**src/hw/rtl/tsq_pkg.sv**
```systemverilog
// Shared types and codes for the two-stack queue.
package tsq_pkg;

    // Result status codes
    typedef logic [1:0] tsq_status_t;
    localparam tsq_status_t STAT_ENQUEUED = 2'd0;
    localparam tsq_status_t STAT_DEQUEUED = 2'd1;
    localparam tsq_status_t STAT_EMPTY    = 2'd2;
    localparam tsq_status_t STAT_OVERFLOW = 2'd3;

    // Source of the result value
    typedef logic [1:0] tsq_res_sel_t;
    localparam tsq_res_sel_t RES_ZERO   = 2'd0;
    localparam tsq_res_sel_t RES_NEG1   = 2'd1;
    localparam tsq_res_sel_t RES_IN_RD  = 2'd2;
    localparam tsq_res_sel_t RES_OUT_RD = 2'd3;

    // Input actions
    localparam logic ACT_ENQUEUE = 1'b0;
    localparam logic ACT_DEQUEUE = 1'b1;

    localparam int unsigned VALUE_W = 32;
    typedef logic signed [VALUE_W-1:0] tsq_value_t;

    // Commands from controller to datapath
    typedef struct packed {
        logic         push_in;   // write input word on input stack
        logic         pop_in;    // read input stack top, shrink it
        logic         push_out;  // write input-stack read word on output stack
        logic         pop_out;   // read output stack top, shrink it
        logic         load_res;  // fill the output register
        tsq_res_sel_t res_sel;
        tsq_status_t  res_status;
    } tsq_cmd_t;

    // Status from datapath to controller
    typedef struct packed {
        logic in_empty;
        logic in_full;
        logic out_empty;
        logic res_free;  // output register can take a word this cycle
    } tsq_stat_t;

endpackage

```
**src/hw/rtl/two_stack_queue.sv**
```systemverilog
// Enqueue, overflow and empty-dequeue results are registered and appear in the cycle after accept.
// A dequeue from a non-empty output stack reads the stack top into a register, then loads the output register.
// A dequeue that refills the output stack moves input-stack words one word per cycle.
// The next word is accepted once the result sits in the output register and can be taken.
// Reset clears stack counts, controller state and output valid; stack memories keep contents.
module two_stack_queue #(
    parameter int unsigned STACK_DEPTH = 16
) (
    input  logic                clk,
    input  logic                rst_n,
    input  logic                s_tvalid,
    output logic                s_tready,
    input  tsq_pkg::tsq_value_t s_tdata,   // [31:0] value_in
    input  logic                s_tuser,   // [0] action
    output logic                m_tvalid,
    input  logic                m_tready,
    output tsq_pkg::tsq_value_t m_tdata,   // [31:0] value_out
    output tsq_pkg::tsq_status_t m_tuser   // [1:0] status
);
    import tsq_pkg::*;

    tsq_cmd_t  cmd;
    tsq_stat_t stat;

    tsq_ctrl u_ctrl (
        .clk      (clk),
        .rst_n    (rst_n),
        .in_valid (s_tvalid),
        .in_ready (s_tready),
        .action   (s_tuser),
        .stat     (stat),
        .cmd      (cmd)
    );

    tsq_datapath #(
        .STACK_DEPTH (STACK_DEPTH)
    ) u_datapath (
        .clk       (clk),
        .rst_n     (rst_n),
        .cmd       (cmd),
        .stat      (stat),
        .value_in  (s_tdata),
        .value_out (m_tdata),
        .status    (m_tuser),
        .res_valid (m_tvalid),
        .res_ready (m_tready)
    );

endmodule

```
**src/hw/rtl/tsq_datapath.sv**
```systemverilog
// Datapath of the two-stack queue: stack memories, counts and output register.
module tsq_datapath #(
    parameter int unsigned STACK_DEPTH = 16
) (
    input  logic               clk,
    input  logic               rst_n,
    input  tsq_pkg::tsq_cmd_t  cmd,
    output tsq_pkg::tsq_stat_t stat,
    input  tsq_pkg::tsq_value_t value_in,
    output tsq_pkg::tsq_value_t value_out,
    output tsq_pkg::tsq_status_t status,
    output logic               res_valid,
    input  logic               res_ready
);
    import tsq_pkg::*;

    localparam int unsigned AW = (STACK_DEPTH > 1) ? $clog2(STACK_DEPTH) : 1;
    localparam int unsigned CW = $clog2(STACK_DEPTH + 1);
    localparam logic [CW-1:0] CNT_ONE  = CW'(1);
    localparam logic [CW-1:0] CNT_FULL = CW'(STACK_DEPTH);

    logic [VALUE_W-1:0] in_mem  [STACK_DEPTH];
    logic [VALUE_W-1:0] out_mem [STACK_DEPTH];

    logic [CW-1:0] in_cnt_reg, in_cnt_next;
    logic [CW-1:0] out_cnt_reg, out_cnt_next;
    logic [CW-1:0] in_dec, out_dec;
    logic [VALUE_W-1:0] in_rd_reg;
    logic [VALUE_W-1:0] out_rd_reg;
    tsq_value_t  res_value_reg, res_value_next;
    tsq_status_t res_status_reg;
    logic        res_valid_reg, res_valid_next;

    assign in_dec  = in_cnt_reg - CNT_ONE;
    assign out_dec = out_cnt_reg - CNT_ONE;

    // Input stack: one write or one registered read per cycle
    always_ff @(posedge clk)
    begin
        if (cmd.push_in)
        begin
            in_mem[in_cnt_reg[AW-1:0]] <= value_in;
        end
        if (cmd.pop_in)
        begin
            in_rd_reg <= in_mem[in_dec[AW-1:0]];
        end
    end

    // Output stack: fed from the input-stack read word
    always_ff @(posedge clk)
    begin
        if (cmd.push_out)
        begin
            out_mem[out_cnt_reg[AW-1:0]] <= in_rd_reg;
        end
        if (cmd.pop_out)
        begin
            out_rd_reg <= out_mem[out_dec[AW-1:0]];
        end
    end

    // Advance the stack counts
    always_comb
    begin
        in_cnt_next  = in_cnt_reg;
        out_cnt_next = out_cnt_reg;
        if (cmd.push_in)
        begin
            in_cnt_next = in_cnt_reg + CNT_ONE;
        end
        else if (cmd.pop_in)
        begin
            in_cnt_next = in_dec;
        end
        if (cmd.push_out)
        begin
            out_cnt_next = out_cnt_reg + CNT_ONE;
        end
        else if (cmd.pop_out)
        begin
            out_cnt_next = out_dec;
        end
    end

    // Pick the result word
    always_comb
    begin
        unique case (cmd.res_sel)
            RES_ZERO:   res_value_next = '0;
            RES_NEG1:   res_value_next = '1;
            RES_IN_RD:  res_value_next = in_rd_reg;
            RES_OUT_RD: res_value_next = out_rd_reg;
            default:    res_value_next = '0;
        endcase
    end

    // Hold the output word until it is taken
    always_comb
    begin
        res_valid_next = res_valid_reg;
        if (res_ready)
        begin
            res_valid_next = 1'b0;
        end
        if (cmd.load_res)
        begin
            res_valid_next = 1'b1;
        end
    end

    always_ff @(posedge clk or negedge rst_n)
    begin
        if (!rst_n)
        begin
            in_cnt_reg    <= '0;
            out_cnt_reg   <= '0;
            res_valid_reg <= 1'b0;
        end
        else
        begin
            in_cnt_reg    <= in_cnt_next;
            out_cnt_reg   <= out_cnt_next;
            res_valid_reg <= res_valid_next;
        end
    end

    always_ff @(posedge clk)
    begin
        if (cmd.load_res)
        begin
            res_value_reg  <= res_value_next;
            res_status_reg <= cmd.res_status;
        end
    end

    assign stat.in_empty  = (in_cnt_reg == '0);
    assign stat.in_full   = (in_cnt_reg == CNT_FULL);
    assign stat.out_empty = (out_cnt_reg == '0);
    assign stat.res_free  = !res_valid_reg || res_ready;

    assign value_out = res_value_reg;
    assign status    = res_status_reg;
    assign res_valid = res_valid_reg;

endmodule

```
**src/hw/rtl/tsq_ctrl.sv**
```systemverilog
// Controller of the two-stack queue: sequences push, pop and stack transfer.
module tsq_ctrl (
    input  logic               clk,
    input  logic               rst_n,
    input  logic               in_valid,
    output logic               in_ready,
    input  logic               action,
    input  tsq_pkg::tsq_stat_t stat,
    output tsq_pkg::tsq_cmd_t  cmd
);
    import tsq_pkg::*;

    localparam logic [1:0] S_IDLE = 2'd0;
    localparam logic [1:0] S_POP  = 2'd1;
    localparam logic [1:0] S_XFER = 2'd2;

    logic [1:0] state_reg, state_next;
    logic       accept;

    assign in_ready = (state_reg == S_IDLE) && stat.res_free;
    assign accept   = in_valid && in_ready;

    // Decode the next step
    always_comb
    begin
        state_next     = state_reg;
        cmd            = '0;
        cmd.res_sel    = RES_ZERO;
        cmd.res_status = STAT_ENQUEUED;
        unique case (state_reg)
            S_IDLE:
            begin
                if (accept)
                begin
                    if (action == ACT_ENQUEUE)
                    begin
                        cmd.load_res = 1'b1;
                        cmd.res_sel  = RES_ZERO;
                        if (stat.in_full)
                        begin
                            cmd.res_status = STAT_OVERFLOW;
                        end
                        else
                        begin
                            cmd.push_in    = 1'b1;
                            cmd.res_status = STAT_ENQUEUED;
                        end
                    end
                    else if (!stat.out_empty)
                    begin
                        cmd.pop_out = 1'b1;
                        state_next  = S_POP;
                    end
                    else if (stat.in_empty)
                    begin
                        cmd.load_res   = 1'b1;
                        cmd.res_sel    = RES_NEG1;
                        cmd.res_status = STAT_EMPTY;
                    end
                    else
                    begin
                        cmd.pop_in = 1'b1;
                        state_next = S_XFER;
                    end
                end
            end
            S_POP:
            begin
                cmd.load_res   = 1'b1;
                cmd.res_sel    = RES_OUT_RD;
                cmd.res_status = STAT_DEQUEUED;
                state_next     = S_IDLE;
            end
            S_XFER:
            begin
                // The oldest word comes out last: hand it straight to the output
                if (stat.in_empty)
                begin
                    cmd.load_res   = 1'b1;
                    cmd.res_sel    = RES_IN_RD;
                    cmd.res_status = STAT_DEQUEUED;
                    state_next     = S_IDLE;
                end
                else
                begin
                    cmd.push_out = 1'b1;
                    cmd.pop_in   = 1'b1;
                end
            end
            default:
            begin
                state_next = S_IDLE;
            end
        endcase
    end

    always_ff @(posedge clk or negedge rst_n)
    begin
        if (!rst_n)
        begin
            state_reg <= S_IDLE;
        end
        else
        begin
            state_reg <= state_next;
        end
    end

endmodule

```
**config.mk**
```make
export PLATFORM = sky130hd
export DESIGN_NAME = two_stack_queue
export DESIGN_NICKNAME = d
export VERILOG_FILES = /design/src/hw/rtl/tsq_pkg.sv /design/src/hw/rtl/two_stack_queue.sv /design/src/hw/rtl/tsq_datapath.sv /design/src/hw/rtl/tsq_ctrl.sv
export SDC_FILE = /design/constraint.sdc
export NUM_CORES = 1
export LEC_CHECK = 0
export BUFFER_PORTS_ARGS = -buffer_cell sky130_fd_sc_hd__buf_2
export CORE_UTILIZATION = 60
export DETAILED_ROUTE_END_ITERATION = 6
export HOLD_SLACK_MARGIN = 0.02
export PLACE_DENSITY_LB_ADDON = 0.3
export SKIP_LAST_GASP = 1
export SLEW_MARGIN = 20
export SYNTH_ARGS = -nofsm -noshare
export SYNTH_HDL_FRONTEND = slang
export SYNTH_SLANG_ARGS = --single-unit
```
**constraint.sdc**
```tcl
create_clock -name clk -period 7.66 [get_ports clk]
set_input_delay 0.383 -clock clk [delete_from_list [all_inputs] [get_ports clk]]
set_output_delay 0.383 -clock clk [all_outputs]
set_load 0.005 [all_outputs]
```
Word-level counts from Yosys, hierarchy flattened
Memory sizes are Yosys's and may differ from the RTL's. A register that Yosys moved wholly into a read port is not among the register bits.
Index checks and enable logic that the tools add are counted.
{"block": "word_totals", "regBits": 47, "latch_bits": 0, "ram_bits": 1024, "romBits": 0, "inputBits": 37, "out_inout_bits": 36, "word_cells": 71, "memories": 2}
{"name": "u_datapath.in_mem", "depth": 16, "width": 32, "read_ports": 1, "rd_ports_with_merged_regs": 1, "wr": 1, "line": "tsq_datapath.sv:22", "text": "logic [VALUE_W-1:0] in_mem [STACK_DEPTH];"}
{"name": "u_datapath.out_mem", "depth": 16, "width": 32, "read_ports": 1, "rd_ports_with_merged_regs": 1, "wr": 1, "line": "tsq_datapath.sv:23", "text": "logic [VALUE_W-1:0] out_mem [STACK_DEPTH];"}
{"block": "classes", "n_addsub": 4, "multipliers": 0, "div_mod_pow": 0, "order_cmp": 0, "n_eq_ne": 10, "shifts": 0, "mux": 37, "n_bitwise": 0, "n_reduce_logical": 12}
{"cell": "one-hot mux 32 bit (4 select lines)", "count": 1}
{"cell": "two-way mux 5 bit", "count": 8}
{"cell": "two-way mux 1 bit", "count": 16}
{"cell": "two-way mux 2 bit", "count": 8}
{"cell": "one-hot mux 5 bit (3 select lines)", "count": 1}
{"cell": "adder 5 x 1 -> 5 bit (second input constant)", "count": 2}
{"cell": "zero test 5 bit", "count": 2}
{"cell": "subtractor 5 x 1 -> 5 bit (second input constant)", "count": 2}
{"cell": "equality test 2 bit (second input constant)", "count": 3}
{"cell": "two-way mux 6 bit", "count": 1}
{"cell": "nonzero test 2 bit", "count": 3}
{"cell": "equality test 5 bit (second input constant)", "count": 1}
{"cell": "equality test 2 x 1 -> 1 bit (second input constant)", "count": 2}
{"cell": "zero test 2 bit", "count": 2}
{"cell": "inequality test 2 bit (second input constant)", "count": 2}
{"cell": "one-hot mux 2 bit (2 select lines)", "count": 1}
{"cell": "AND reduction 4 bit", "count": 1}
{"cell": "inequality test 3 bit (second input constant)", "count": 1}
{"cell": "logical AND 1 bit", "count": 2}
{"cell": "inequality test 2 x 1 -> 1 bit (second input constant)", "count": 1}
{"cell": "one-hot mux 1 bit (2 select lines)", "count": 1}
{"cell": "zero test 1 bit", "count": 1}
{"cell": "logical OR 1 bit", "count": 1}

Logic depth before layout (Yosys ltp)
Gate-level depths: netlist of the first run.
{"block": "depth", "word_depth": 8, "mapped_depth": 10, "depth_no_buf": 7}

Modules after synthesis
A second synthesis of the first run with hierarchy kept.
{"block": "unflattened", "cells_unflattened": 2008, "hier_area_um2": 43465.4}
{"mod": "tsq_datapath", "n_inst": 1, "cells_per_inst": 1984, "area_each_um2": 43262.7, "seq_area_each_um2": 33967.6}
{"mod": "tsq_ctrl", "n_inst": 1, "cells_per_inst": 24, "area_each_um2": 202.7, "seq_area_each_um2": 50.0}

Worst setup path after synthesis of the first run
OpenSTA, ideal clock, no wires.
{"block": "synth_timing", "kind": "flip-flop to flip-flop", "start": "register u_datapath.in_cnt_reg[0]", "end": "memory u_datapath.out_mem[3][0] (enable)", "arrival_ns": 4.111, "path_slack_ns": 3.088, "path_stages_with_launch": 9, "synth_period_minus_slack_ns": 4.572, "path_cell_list": "dfrtp_1 clkbuf_1 buf_6 buf_6 inv_1 ha_1 nor4b_4 or3b_2 nor3_1"}
{"block": "synth_via", "elab_chain_len": 5}
{"item": "start, declared", "line": "tsq_datapath.sv:25", "text": "logic [CW-1:0] in_cnt_reg, in_cnt_next;"}
{"item": "start signal, assigned", "line": "tsq_datapath.sv:122", "text": "in_cnt_reg <= in_cnt_next;"}
{"item": "zero test 5 bit", "line": "tsq_datapath.sv:137", "text": "assign stat.in_empty = (in_cnt_reg == '0);"}
{"item": "two-way mux 2 bit", "line": "tsq_ctrl.sv:77", "text": "if (stat.in_empty)"}
{"item": "two-way mux 1 bit", "line": "tsq_ctrl.sv:30", "text": "unique case (state_reg)"}
{"item": "two-way mux 1 bit", "line": "tsq_datapath.sv:53", "text": "if (cmd.push_out)"}
{"item": "two-way mux 1 bit (implied by the code)", "line": "tsq_datapath.sv:55", "text": "out_mem[out_cnt_reg[AW-1:0]] <= in_rd_reg;"}
{"item": "end, declared", "line": "tsq_datapath.sv:23"}
Every way passes these cells.

==> impl_summary.log, run 1 <==
[metrics] DRC: 0
[metrics] Cell Rows: just under 100
[metrics] Gate Count Post-Synth: ~1,700
[metrics] register area share after synthesis: just under 80%
[metrics] remaining max-slew budget at the tightest pin: between 20% and 30%
[metrics] total chip power: around 0.019 W
[metrics] share of flip-flops with an asynchronous set or reset after synthesis: 1.15%
[metrics] wire per inst: between 30 and 40 um
[metrics] element type at the critical path end: register
[metrics] DR vias/cell: 6.70
[metrics] final-layout fill cell count: approximately 4,200
[metrics] pin count of the biggest net entering global routing: ~130
[metrics] number of cell instances on the worst register-to-register path: 8
[metrics] critical path class: register to register
[metrics] wire length of the first global-routing pass: 134,000 um
[metrics] Sink Count: 1,135
[metrics] Post-synth EDFFs: 1,122
[metrics] largest family of logic cells by synthesized area: multiplexers
[metrics] hold-critical path depth: 1
[metrics] number of setup buffers added after CTS: 0
[metrics] DR pass1 iterations: 7
[metrics] post-synthesis share of cell area spent on and, or, nand and nor gates: 1.10%
[metrics] leakage: around 15 nW
[metrics] Die W: about 270 um
[metrics] largest area contributor in the synthesized netlist: sky130_fd_sc_hd__edfxtp_1
[metrics] overall overflow remaining after global route: 0
[metrics] Final GP Congestion: about 0.76
[metrics] largest voltage drop on the vdd net: ~0.30 mV
[metrics] critical-path maximum fanout: 35
[metrics] layout cell share with drive strength beyond 1: about a third
[metrics] post-synth net total: 1,739
[metrics] arrival time of data at the critical path endpoint: between 4 and 5 ns
[metrics] critical path startpoint: u_datapath.out_cnt_reg[0]
[metrics] share of the clock period used by the worst path: 49.6%
[metrics] category of the worst setup path launch point: register
[metrics] Crit Reg-Reg Startpoint: u_datapath.out_cnt_reg[0]
[metrics] Detailed Route Iter0 Violations: 2,142
[metrics] global-route track usage on met1: 35.3%
[metrics] final critical-path required period: around 3.8 ns
[metrics] register-to-register setup slack: 3.86 ns
[metrics] cell at the root of the clock tree: sky130_fd_sc_hd__clkbuf_16
[metrics] number of antenna violations at the first check in global routing: 8
[metrics] Vert. Die Dim: ~270 um
[metrics] I/O Buffers: 72
[metrics] compound-gate portion of the synthesized area: 1.02%
[metrics] H-tree depth: 3
[metrics] starting density of the core: 60.9%
[metrics] layout overhead on the synthesized area: 12.2%
[metrics] end of the worst register-to-register path: u_datapath.out_cnt_reg[2]
[metrics] Post-Route Setup TNS: 0 ns
[metrics] cell area after synthesis: about 43,000 um2
[metrics] total wirelength of the detailed-routed design: roughly 92,000 um
[metrics] most heavily used metal layer in global routing: met2
[metrics] clock insertion delay at the later pin of the skew report: approximately 0.66 ns
[metrics] Hold/Removal Path Class: input port to register
[metrics] power density over the cells: around 400 nW/um2
[metrics] Endpoint, Worst Hold: u_datapath.in_mem[0][12]
[metrics] grt met2 use: a little over two fifths
[metrics] Clock Tree Buf Depth: 3
[metrics] Die Footprint: around 73,000 um2
[metrics] largest clock skew in the final design: roughly 0.019 ns
[metrics] MaxCap Viol Count: 0
[metrics] Synth top area share: between 70% and 80%
[metrics] top achievable clock speed: approximately 260 MHz
[metrics] count of vias placed by the detailed router: roughly 19,000
[metrics] count of final max-slew check failures: 0
[metrics] Mean Syn Cell Area: ~25 um2
[metrics] number of nets still failing antenna checks after routing: 0
[metrics] adder-cell share of the synthesized area: less than 1%
[metrics] met3 Usage GRT: approximately 4.7%
[metrics] most frequently used flop master after synthesis: sky130_fd_sc_hd__edfxtp_1
[metrics] Synth Area in XOR/XNOR: less than 1%
[metrics] HPWL Detailed: between 40,000 and 50,000 um
[metrics] Tightest Pin Transition: ~1.1 ns
[metrics] unrepaired setup endpoints after global routing: no
[metrics] endpoints failing hold: 0
[metrics] number of distinct library cell variants in the gate-level netlist after synthesis: 44
[metrics] Resize count post-CTS: 0
[metrics] clock-pin transition on the worst setup and hold timing paths: ~0.06 ns
[metrics] FF+latch count, synth: between 1,000 and 1,500
[metrics] final setup vio count: 0
[metrics] run status: complete, no violations
[metrics] vias in the first global route: 20,110
[metrics] overall global routing resource usage: around a quarter
[metrics] most common cell in the synthesized netlist: sky130_fd_sc_hd__edfxtp_1
[metrics] CTS tree: done
[metrics] CP Data Required Time: around 8 ns
[metrics] top area cells in the synthesized netlist: sky130_fd_sc_hd__edfxtp_1, sky130_fd_sc_hd__mux4_2, sky130_fd_sc_hd__dfrtp_1
[metrics] proportion of synthesized area in mux cells: between 10% and 20%
[metrics] number of warnings reported in the yosys synthesis log: 0
[metrics] number of placed I/O pins: 73
[metrics] hold path start: s_tdata[12]
[metrics] Core Footprint: ~70,000 um2
[metrics] leading cell types by count after synthesis: sky130_fd_sc_hd__edfxtp_1, sky130_fd_sc_hd__mux4_2, sky130_fd_sc_hd__clkbuf_1
[metrics] Final nets: between 1,500 and 2,000
[metrics] number of buffers created by CTS: about 110
-- cell families (layout without fill, tap and decap cells) --
group | count (synthesis) | in the layout
flip-flops | 1135 | 1135
multiplexers | 320 | 320
buffers and inverters | 91 | 326
AND/OR/NAND/NOR | 77 | 77
AO/OA/AOI/OAI | 47 | 47
XOR/XNOR | 12 | 12
adder cells (fa/ha/maj) | 10 | 10
other | 0 | 4
-- how the worst max path moves through the flow --
| stage | slack (ns) | end | cells after the start |
|---|---|---|---|
| final | 3.86 | u_datapath.out_cnt_reg[2] | 8 |
| after global routing | 3.67 | u_datapath.out_rd_reg[29] | 5 |
| after CTS | 3.83 | u_datapath.out_rd_reg[29] | 5 |
| after detailed placement | 3.84 | u_datapath.out_rd_reg[3] | 5 |
| after global placement | 3.85 | u_datapath.out_mem[3][1] | 4 |
| after floorplan | 3.09 | u_datapath.out_mem[3][0] | 8 |
-- placed cells by master, fill, tap and decap left out, drive strengths merged, types with 2 or more instances in the layout --
cell	netlist	routed
a211oi	2	2
a21oi	2	2
a221o	32	32
a31oi	2	2
a41o	3	3
and2	10	10
and3	3	3
and4	5	5
buf	52	126
bufinv	0	13
clkbuf	34	137
clkinv	0	36
dfrtp	13	13
diode	0	4
edfxtp	1122	1122
ha	10	10
inv	5	12
mux4	320	320
nand2	10	10
nand2b	3	3
nand3	2	2
nor2	21	21
nor2b	3	3
nor3	10	10
nor4b	4	4
or2	2	2
xnor2	11	11
-- per-layer routing --
layer	part of all wire [%]	vias up
met2	52	1013
met1	38	10373
met3	7.5	162
li1	-	7680
met4	2.6	8
met5	0.058	-
-- worst max-delay path, cell delays in order (launching register included) --
cell                      delay, ns
sky130_fd_sc_hd__dfrtp_4       0.88
sky130_fd_sc_hd__inv_1         0.24
sky130_fd_sc_hd__ha_4          0.23
sky130_fd_sc_hd__or4b_1        0.31
sky130_fd_sc_hd__nor4b_4       0.96
sky130_fd_sc_hd__buf_4         0.64
sky130_fd_sc_hd__nand2_1       0.12
sky130_fd_sc_hd__nand2_1       0.10
sky130_fd_sc_hd__xor2_1        0.20
-- timing repair --
action | 4_1_cts | 5_1_grt
setup endpoints to repair | 0 | 0
hold endpoints to repair | 13 | 0
hold buffers | 1 | 0
-- power breakdown --
part / internal (W) / total [W] / switching (W)
Clock: 0.00307 / 0.00527 / 0.00219
Sequential: 0.00768 / 0.00814 / 0.000469
Combinational: 0.00279 / 0.00532 / 0.00253
-- area by class of cell --
type                    count  area (um2)  share of cell area, %
diodes                      4        10.0                 0.0208
clock buffers             137        2860                   5.95
clock inverters            57         626                   1.30
inverters                   5        18.8                 0.0390
multi-input cells         466        8570                   17.8
flip-flops and latches   1135       34000                   70.7
well taps                 940        1180                   2.44
repair buffers            127         841                   1.75
-- stage by stage --
step / std cells / hold WS (ns) / worst slack (ns) / util, % / cell area (um2)
after floorplan: 1692 / 0.0874 / 3.09 / - / 42900
after global placement: 2669 / 0.332 / 3.85 / 63.3 / 44500
after detailed placement: 2670 / 0.333 / 3.84 / 63.3 / 44600
after CTS: 2865 / 0.0498 / 3.83 / 68.3 / 48100
after global routing: 2870 / 0.0653 / 3.67 / 68.4 / 48100
final: 2871 / 0.0882 / 3.86 / 68.4 / 48100
Note: power is estimated with default switching activity, not from simulation.
==> run 2: changes to the inputs <==
- CORE_UTILIZATION: 60 -> 56
- clock period: 7.66 -> 3.4 ns (I/O delays scaled with it)
==> run 2 against run 1 <==
Combinational power increased by 130%. Core utilization is 3.6 points lower. Power is 130% higher. Sequential cell count stayed put. Cell count rose by 3.7%. Wire length fell by 1.6%. Non-clock buffer count increased by 57. Clock power rose by 140%. Critical path type unchanged. Critical endpoint is now u_datapath.out_mem[2][25].
==> impl_summary.log, run 2 (synthesis results as in run 1) <==
[metrics] H-tree depth: 3
[metrics] number of placed I/O pins: 73
[metrics] final critical-path required period: between 3 and 4 ns
[metrics] top achievable clock speed: ~330 MHz
[metrics] Core Footprint: approximately 76,000 um2
[metrics] DRC: 0
[metrics] Vert. Die Dim: between 200 and 300 um
[metrics] leakage: between 15 and 20 nW
[metrics] cell at the slowest stage of the critical path: sky130_fd_sc_hd__nor3_4
[metrics] I/O Buffers: a little over 70
[metrics] Net Sw Frac: 27.7%
[metrics] category of the worst setup path launch point: register
[metrics] P_sw: ~0.012 W
[metrics] critical-path maximum fanout: 17
[metrics] Sink Count: about 1,100
[metrics] largest voltage drop on the vdd net: about 0.77 mV
[metrics] crit-path max cell delay: 0.77 ns
[metrics] Post-Route Utilization: 64.8%
[metrics] cell at the root of the clock tree: sky130_fd_sc_hd__clkbuf_16
[metrics] pin count of the biggest net entering global routing: 87
[metrics] most common cell after layout, fill and taps aside: sky130_fd_sc_hd__edfxtp_1
[metrics] kind of cell with the highest combined delay on the critical path: simple AND/OR/NAND/NOR gates
[metrics] power density over the cells: 880 nW/um2
[metrics] Worst Path Buf+Inv: 2
[metrics] critical path class: register to register
[metrics] register-to-register setup slack: ~0.33 ns
[metrics] clock-pin transition on the worst setup and hold timing paths: ~0.060 ns
[metrics] starting density of the core: 56.6%
[metrics] DR pass1 iterations: 7
[metrics] Cell Rows: around 100
[metrics] remaining max-slew budget at the tightest pin: a little under a third
[metrics] final-layout fill cell count: 4,732
[metrics] Die W: approximately 280 um
[metrics] Final GP Congestion: 0.777
[metrics] number of setup buffers added after CTS: 0
[metrics] clock insertion delay at the later pin of the skew report: approximately 0.67 ns
[metrics] commonest non-fill, non-tap cells in the layout: sky130_fd_sc_hd__edfxtp_1, sky130_fd_sc_hd__mux4_2, sky130_fd_sc_hd__clkbuf_16
[metrics] Die Footprint: approximately 80,000 um2
[metrics] layout cell share with drive strength beyond 1: about 34%
[metrics] CTS Hold Buffers Added: 37
[metrics] HPWL Detailed: between 40,000 and 50,000 um
[metrics] final setup vio count: 0
[metrics] relative contribution of combinational cells to total power: approximately 29%
[metrics] wire per inst: roughly 30 um
[metrics] proportion of power drawn by flip-flops and latches: a little over two fifths
[metrics] overall overflow remaining after global route: 0
[metrics] count of final max-slew check failures: 0
[metrics] Inst Count DP: about 2,700
[metrics] unrepaired setup endpoints after global routing: no
[metrics] MaxCap Viol Count: 0
[metrics] wire length of the first global-routing pass: 133,000 um
[metrics] Final nets: approximately 1,900
[metrics] overall global routing resource usage: a little under a quarter
[metrics] DR vias/cell: 6.43
[metrics] largest clock skew in the final design: approximately 0.029 ns
[metrics] Hold/Removal Path Class: input port to register
[metrics] run status: complete, no violations
[metrics] Tightest Pin Transition: 1.04 ns
[metrics] number of nets still failing antenna checks after routing: 0
[metrics] sequence of cells on the critical path: inv_1 > ha_4 > nor4b_4 > nor2_1 > nand2_1 > nor3_4 > buf_4
[metrics] number of antenna violations at the first check in global routing: 2
[metrics] total wirelength of the detailed-routed design: 90,600 um
[metrics] Detailed Route Iter0 Violations: approximately 2,200
[metrics] Resize count post-CTS: 0
[metrics] Clock Tree Buf Depth: 3
[metrics] endpoints failing hold: 0
[metrics] vias in the first global route: between 15,000 and 20,000
[metrics] CTS tree: done
[metrics] Power Internal: about 0.031 W
[metrics] CP Data Required Time: around 3.7 ns
[metrics] element type at the critical path end: register
[metrics] arrival time of data at the critical path endpoint: approximately 3.4 ns
[metrics] count of vias placed by the detailed router: roughly 19,000
[metrics] layout overhead on the synthesized area: 14.5%
[metrics] number of buffers created by CTS: between 100 and 150
[metrics] Layout Cells excl Fill: 2,976
[metrics] share of the clock period used by the worst path: about nine tenths
[metrics] clock group share of total power: between 20% and 30%
-- run 2: cell count changes in the layout (fill, tap and decap cells not counted), moves of 4 or more --
cell,before,now
sky130_fd_sc_hd__dlygate4sd3_1,1,37
sky130_fd_sc_hd__buf_12,3,17
sky130_fd_sc_hd__inv_6,7,2
sky130_fd_sc_hd__clkinv_2,11,16
sky130_fd_sc_hd__clkbuf_16,110,114
sky130_fd_sc_hd__clkinvlp_4,1,7
sky130_fd_sc_hd__buf_4,49,58
sky130_fd_sc_hd__bufinv_16,13,18
-- run 2: per-stage QoR --
stage | setup slack (ns) | hold slack (ns) | TNS, ns | area (um2) | power, W
floorplan | -0.260 | -0.126 | -94.36 | 42900 | 0.0275
global placement | 0.418 | 0.116 | 0 | 45000 | 0.0307
detailed placement | 0.379 | 0.119 | 0 | 45000 | 0.0311
CTS | 0.356 | 0.140 | 0 | 49100 | 0.0436
global route | 0.164 | 0.193 | 0 | 49100 | 0.0448
finish | 0.334 | 0.199 | 0 | 49100 | 0.0432
-- run 2: worst paths after layout --
kind                                        endpoint                      start  depth (start not counted)
max                        u_datapath.out_mem[2][25]   u_datapath.in_cnt_reg[1]                          7
min                             u_datapath.res_valid                   m_tready                          3
max reg2reg                u_datapath.out_mem[2][25]   u_datapath.in_cnt_reg[1]                          7
min reg2reg                u_datapath.out_cnt_reg[4]  u_datapath.out_cnt_reg[4]                          1
max in group asynchronous  u_datapath.out_cnt_reg[0]                      rst_n                          3
min in group asynchronous   u_datapath.in_cnt_reg[0]                      rst_n                          3
-- run 2: layer usage --
| metal | GRT usage [%] | up-vias | share of wire, % |
|---|---|---|---|
| li1 | - | 7823 | - |
| met1 | 33.9 | 10274 | 40 |
| met2 | 38.8 | 875 | 50 |
| met3 | 4.74 | 166 | 7.7 |
| met4 | 6.28 | 0 | 2.5 |
| met5 | 0 | - | 0 |
-- run 2: worst register-to-register path, delay by kind of cell (launching register included) --
| kind | cells | cell delay [ns] |
|---|---|---|
| flip-flops | 1 | 0.44 |
| AND/OR/NAND/NOR | 4 | 1.50 |
| buffers and inverters | 2 | 0.57 |
| adder cells (fa/ha/maj) | 1 | 0.21 |
-- run 2: power by group through the flow --
stage | registers (W) | clock network (W) | logic, W
final | 0.0183 | 0.0125 | 0.0124
after floorplan | 0.0180 | 0 | 0.00944
after detailed placement | 0.0186 | 0 | 0.0125
after global placement | 0.0185 | 0 | 0.0123
after global routing | 0.0184 | 0.0132 | 0.0132
after CTS | 0.0183 | 0.0127 | 0.0126
-- run 2: cell type report --
cell class	instances	area, um2	share of cell area [%]
Sequential cell	1135	34000	69.3
Multi-Input combinational cell	466	8580	17.5
Clock buffer	142	2960	6.02
Timing Repair Buffer	184	1510	3.07
Tap cell	978	1220	2.49
Clock inverter	64	782	1.59
Inverter	5	18.8	0.0382
Antenna cell	2	5.00	0.0102
